<file path="src/sv/wblc_pkg.sv">
// Shared geometry, result codes and word types of the write-back LRU data cache.
package wblc_pkg;

	localparam int unsigned SETS       = 8;
	localparam int unsigned WAYS       = 4;
	localparam int unsigned LINE_WORDS = 8;
	localparam int unsigned SET_W      = $clog2(SETS);
	localparam int unsigned WAY_W      = $clog2(WAYS);
	localparam int unsigned WORD_W     = $clog2(LINE_WORDS);
	localparam int unsigned OFF_W      = WORD_W + 3;
	localparam int unsigned TAG_W      = 32 - OFF_W - SET_W;
	localparam int unsigned SLOT_W     = SET_W + WAY_W;
	localparam int unsigned MEM_AW     = SLOT_W + WORD_W;
	localparam int unsigned RANK_W     = WAY_W;
	localparam logic [1:0]  SIZE_DOUBLE = 2'd3;
	localparam logic        OP_CPU      = 1'b0;
	localparam logic        OP_FILL     = 1'b1;

	localparam logic [2:0] KIND_READ   = 3'd0;
	localparam logic [2:0] KIND_WRITE  = 3'd1;
	localparam logic [2:0] KIND_WBWORD = 3'd2;
	localparam logic [2:0] KIND_FILL   = 3'd3;
	localparam logic [2:0] KIND_BUSY   = 3'd4;

	// One decoded input word as it waits between front and back.
	typedef struct packed {
		logic        op;
		logic [31:0] address;
		logic        is_write;
		logic        is_double;
		logic [63:0] data;
	} cmd_t;

	// One result word as it waits on the output side.
	typedef struct packed {
		logic [2:0]  kind;
		logic [63:0] read_data;
		logic [31:0] mem_address;
		logic [63:0] mem_data;
		logic        last;
	} res_t;

endpackage

</file>
<file path="src/sv/wblc_front.sv">
// Front end: accepts input words, decodes them and queues them for the back end.
module wblc_front (
	input  logic              clk,
	input  logic              arst_n,
	input  logic              push,
	output logic              full,
	input  logic              op,
	input  logic [31:0]       address,
	input  logic              is_write,
	input  logic [1:0]        size_code,
	input  logic [63:0]       write_data,
	input  logic [63:0]       fill_data,
	output logic              cmd_valid,
	output wblc_pkg::cmd_t    cmd,
	input  logic              cmd_pop
);

	wblc_pkg::cmd_t entry_q [2];
	logic           wr_ptr_q;
	logic           rd_ptr_q;
	logic [1:0]     count_q;
	logic           do_push;
	logic           do_pop;
	wblc_pkg::cmd_t dec;

	// Fill words and cpu stores share one data slot.
	always_comb begin
		dec.op        = op;
		dec.address   = address;
		dec.is_write  = is_write;
		dec.is_double = (size_code == wblc_pkg::SIZE_DOUBLE);
		dec.data      = (op == wblc_pkg::OP_FILL) ? fill_data : write_data;
	end

	assign full      = (count_q == 2'd2);
	assign cmd_valid = (count_q != 2'd0);
	assign cmd       = entry_q[rd_ptr_q];
	assign do_push   = push && !full;
	assign do_pop    = cmd_pop && cmd_valid;

	always_ff @(posedge clk) begin
		if (do_push) begin
			entry_q[wr_ptr_q] <= dec;
		end
	end

	always_ff @(posedge clk or negedge arst_n) begin
		if (!arst_n) begin
			wr_ptr_q <= 1'b0;
			rd_ptr_q <= 1'b0;
			count_q  <= 2'd0;
		end else begin
			if (do_push) begin
				wr_ptr_q <= !wr_ptr_q;
			end
			if (do_pop) begin
				rd_ptr_q <= !rd_ptr_q;
			end
			count_q <= count_q + 2'(do_push) - 2'(do_pop);
		end
	end

endmodule

</file>
<file path="config.mk">
export PLATFORM = sky130hd
export DESIGN_NAME = wblc_front
export DESIGN_NICKNAME = d
export VERILOG_FILES = /design/src/sv/wblc_pkg.sv /design/src/sv/wblc_front.sv
export SDC_FILE = /design/constraint.sdc
export NUM_CORES = 1
export LEC_CHECK = 0
export ABC_AREA = 1
export BUFFER_PORTS_ARGS = -buffer_cell sky130_fd_sc_hd__buf_2
export CAP_MARGIN = 20
export CELL_PAD_IN_SITES_DETAIL_PLACEMENT = 2
export CELL_PAD_IN_SITES_GLOBAL_PLACEMENT = 2
export CORE_AREA = 2 2 142 200
export DETAILED_ROUTE_END_ITERATION = 10
export DIE_AREA = 0 0 144 202
export GPL_ROUTABILITY_DRIVEN = 0
export GPL_TIMING_DRIVEN = 0
export MAX_ROUTING_LAYER = met4
export PLACE_DENSITY_LB_ADDON = 0.1
export SYNTH_ARGS = -nofsm -noshare
export SYNTH_HDL_FRONTEND = slang
export SYNTH_SLANG_ARGS = --single-unit
</file>
<file path="constraint.sdc">
create_clock -name clk -period 6.25 [get_ports clk]
set_input_delay 0.625 -clock clk [delete_from_list [all_inputs] [get_ports clk]]
set_output_delay 0.625 -clock clk [all_outputs]
set_load 0.05 [all_outputs]
</file>
==> flow_metrics.env <==
export IMPL_worst_endpoint_required_ns=5.62
export IMPL_timing_fmax_mhz=406.1
export IMPL_initial_core_util_pct=30.69
export IMPL_clock_skew_ns=0.008248
export IMPL_worst_setup_path_start_kind="flip-flop"
export IMPL_grt_start_max_net_pins=56
export IMPL_min_period_ns=2.463
export IMPL_crit_type="flip-flop to output port"
export IMPL_cts_tree="yes"
export IMPL_startpoint="rd_ptr_q"
export IMPL_avgSynthCellArea_sq_um=11.07
export IMPL_clk_path_buf_depth=3
export IMPL_reg2reg_slack_ns=4.03
export IMPL_ant_nets=0
export IMPL_period_share_pct=39.40
export IMPL_htree_levels=1
export IMPL_detailed_place_hpwl_mm=17.75
export IMPL_power_switching_share_pct=46.27
export IMPL_core_sq_um=27300
export IMPL_fin_area_sq_um=10980
export IMPL_timing_rr_end="entry_q[1][37]"
export IMPL_pwr_share_clk_pct=20.7
export IMPL_drv_cap=0
export IMPL_hold_violations=0
export IMPL_yosysSeqAreaShare_pct=72.17
export IMPL_setup_viol=0
export IMPL_multi_input_area_sq_um=1790
export IMPL_cts_clk_slew_worst_paths_ns=0.06
export IMPL_drc_errors=0
export IMPL_rows=72
export IMPL_initialDrtViolationCount=184
export IMPL_final_nets=1224
export IMPL_reg2reg_from="count_q[1]"
export IMPL_cts_sinks=202
export IMPL_drive_above_1_share_pct=31.81
export IMPL_dpl_cell_area_sq_um=10290
export IMPL_hold_path_depth=1
export IMPL_ios=269
export IMPL_fill_cells=2970
export IMPL_min_from="address[23]"
export IMPL_grt_pass1_wl_mm=36.97
export IMPL_ys_types=15
export IMPL_ys_ff_latch=202
export IMPL_die_w_um=144
export IMPL_grt_pass1_vias=7014
export IMPL_p_leak_nw=5.073
export IMPL_routed_wirelength_mm=24.07
export IMPL_drv_slew=0
export IMPL_tightest_slew_ns=0.9105
export IMPL_netlist_area_sq_um=8377
export IMPL_die_y_um=202
export IMPL_antenna_found_initial=4
export IMPL_p_switching_mw=2.702
export IMPL_power_mw=5.840
export IMPL_clk_latency_ns=0.49
export IMPL_portBuffers=268
export IMPL_area_delta_synth_final_pct=31.05
export IMPL_cts_buffers=22
export IMPL_dieArea_sq_um=29090
export IMPL_synth_cells=757
export IMPL_pwr_share_comb_pct=46.2
export IMPL_cts_setup_buffers=0
export IMPL_vias_per_cell=4.416
export IMPL_tns_ns=0
export IMPL_pwr_density_cell_nw_per_um2=532.0
export IMPL_p_seq_share_pct=33.1
export IMPL_rsz0062_at_grt="no"
export IMPL_endpoint_kind="output port"
export IMPL_hold_path_class="input port to flip-flop"
export IMPL_yosysWarningCount=0
export IMPL_first_pass_iters=4
export IMPL_hold_path_endpoint="entry_q[1][89]"
export IMPL_syn_num_nets=927
export IMPL_peakVddDrop_mv=0.2077
export IMPL_reg2regPathDepth=5
export IMPL_p_int_mw=3.138
export IMPL_overflow=0
export IMPL_cts_root_buf="clkbuf_16"
export IMPL_grt_usage_pct=16.94
export IMPL_status="completed"
export IMPL_ff_latch_area_sq_um=6046
export IMPL_arrival_ns=1.84
export IMPL_vias=6372
export IMPL_slew_limit_headroom_pct=39.16
export IMPL_wl_per_cell_um=16.68
export IMPL_worstPathMaxFanout=10
## flip-flops by register name (all words and copies together) (netlist names)
register	flops
entry_q	198
wr_ptr_q	1
count_q	2
rd_ptr_q	1
## per-layer routing
metal / wire length [um] / GRT usage, % / up-vias
met5: 0 / - / -
met1: 8596 / 16.63 / 3105
met4: 548 / 4.482 / 0
met3: 1739 / 4.596 / 34
li1: - / - / 3054
met2: 13190 / 32.21 / 179
## critical path: stages (launching register included)
cell and delay [ns]:
dfrtp_1 0.39, inv_2 0.21, buf_2 0.29, nand2_1 0.07
nand2_1 0.10, buf_2 0.28
## repair_timing
action	in CTS	in global routing
hold buffers	1	0
hold endpoints to repair	4	0
gates resized for setup	0	0
setup endpoints to repair	0	0
## synthesized netlist by cell type, drive strengths merged
| master | instances | area share [%] |
|---|---|---|
| clkbuf | 5 | 0.28 |
| edfxtp | 198 | 71 |
| nand3 | 3 | 0.18 |
| nor2 | 1 | 0.045 |
| dfrtp | 4 | 1.2 |
| o21ai | 64 | 4.0 |
| buf | 30 | 2.9 |
| nand2 | 375 | 17 |
| ha | 2 | 0.30 |
| inv | 75 | 3.4 |
## area by class of cell
type	instances	area share, %
Buffer	35	2.428
Sequential cell	202	55.07
Timing Repair Buffer	273	13.18
Tap cell	370	4.217
Inverter	75	2.610
Clock buffer	28	5.414
Antenna cell	4	0.09118
Clock inverter	11	0.6838
Multi-Input combinational cell	445	16.31
## how the worst max path moves through the flow
stage                           to  slack (ns)  cells after the start
finish                     cmd[14]        3.79                      5
CTS                        cmd[48]        3.68                      5
global route               cmd[48]        3.58                      5
global placement    entry_q[1][41]       -2.37                      3
detailed placement  entry_q[1][40]        3.78                      5
floorplan            entry_q[1][0]        0.86                      2
## power by group through the flow
stage / Clock [mW] / Combinational [mW] / Sequential, mW
2_1_floorplan: 0 / 1.94 / 1.98
5_1_grt: 1.31 / 2.93 / 1.96
3_5_place_dp: 0 / 2.77 / 1.96
6_report: 1.21 / 2.70 / 1.93
3_3_place_gp: 0 / 2.69 / 2.02
4_1_cts: 1.26 / 2.78 / 1.94
## cells by family after synthesis
kind of cell	share of synthesized area [%]
buf+inv	6.542
simple gates	17.03
fa+ha+maj	0.2987
compound gates	3.958
flops	72.17
## metrics by stage
stage | instances | worst slack [ns] | hold slack [ns] | utilization [%]
global route | 1443 | 3.583 | 0.2933 | 40.22
CTS | 1439 | 3.684 | 0.2939 | 40.18
detailed placement | 1399 | 3.784 | 0.4466 | 37.69
floorplan | 757 | 0.8637 | 0.3294 | -
global placement | 1395 | -2.369 | 0.4461 | 37.30
finish | 1443 | 3.787 | 0.3177 | 40.22
## cells in the final DEF, fill, tap and decap left out
cell type,netlist,final
nand2_1,375,375
buf_2,14,282
edfxtp_1,198,198
inv_1,74,73
o21ai_0,61,61
clkbuf_16,0,23
buf_6,14,14
clkbuf_1,1,6
clkinv_1,0,6
diode_2,0,4
clkbuf_2,4,4
dfrtp_1,4,4
o21ai_2,3,3
nand3_1,3,3
clkinv_2,0,3
buf_4,2,2
ha_1,2,2
buf_16,0,2
buf_12,0,2
inv_2,1,1
inv_6,0,1
nor2_4,0,1
clkinvlp_4,0,1
bufinv_16,0,1
dlygate4sd3_1,0,1
(Power assumes the default switching activity.)
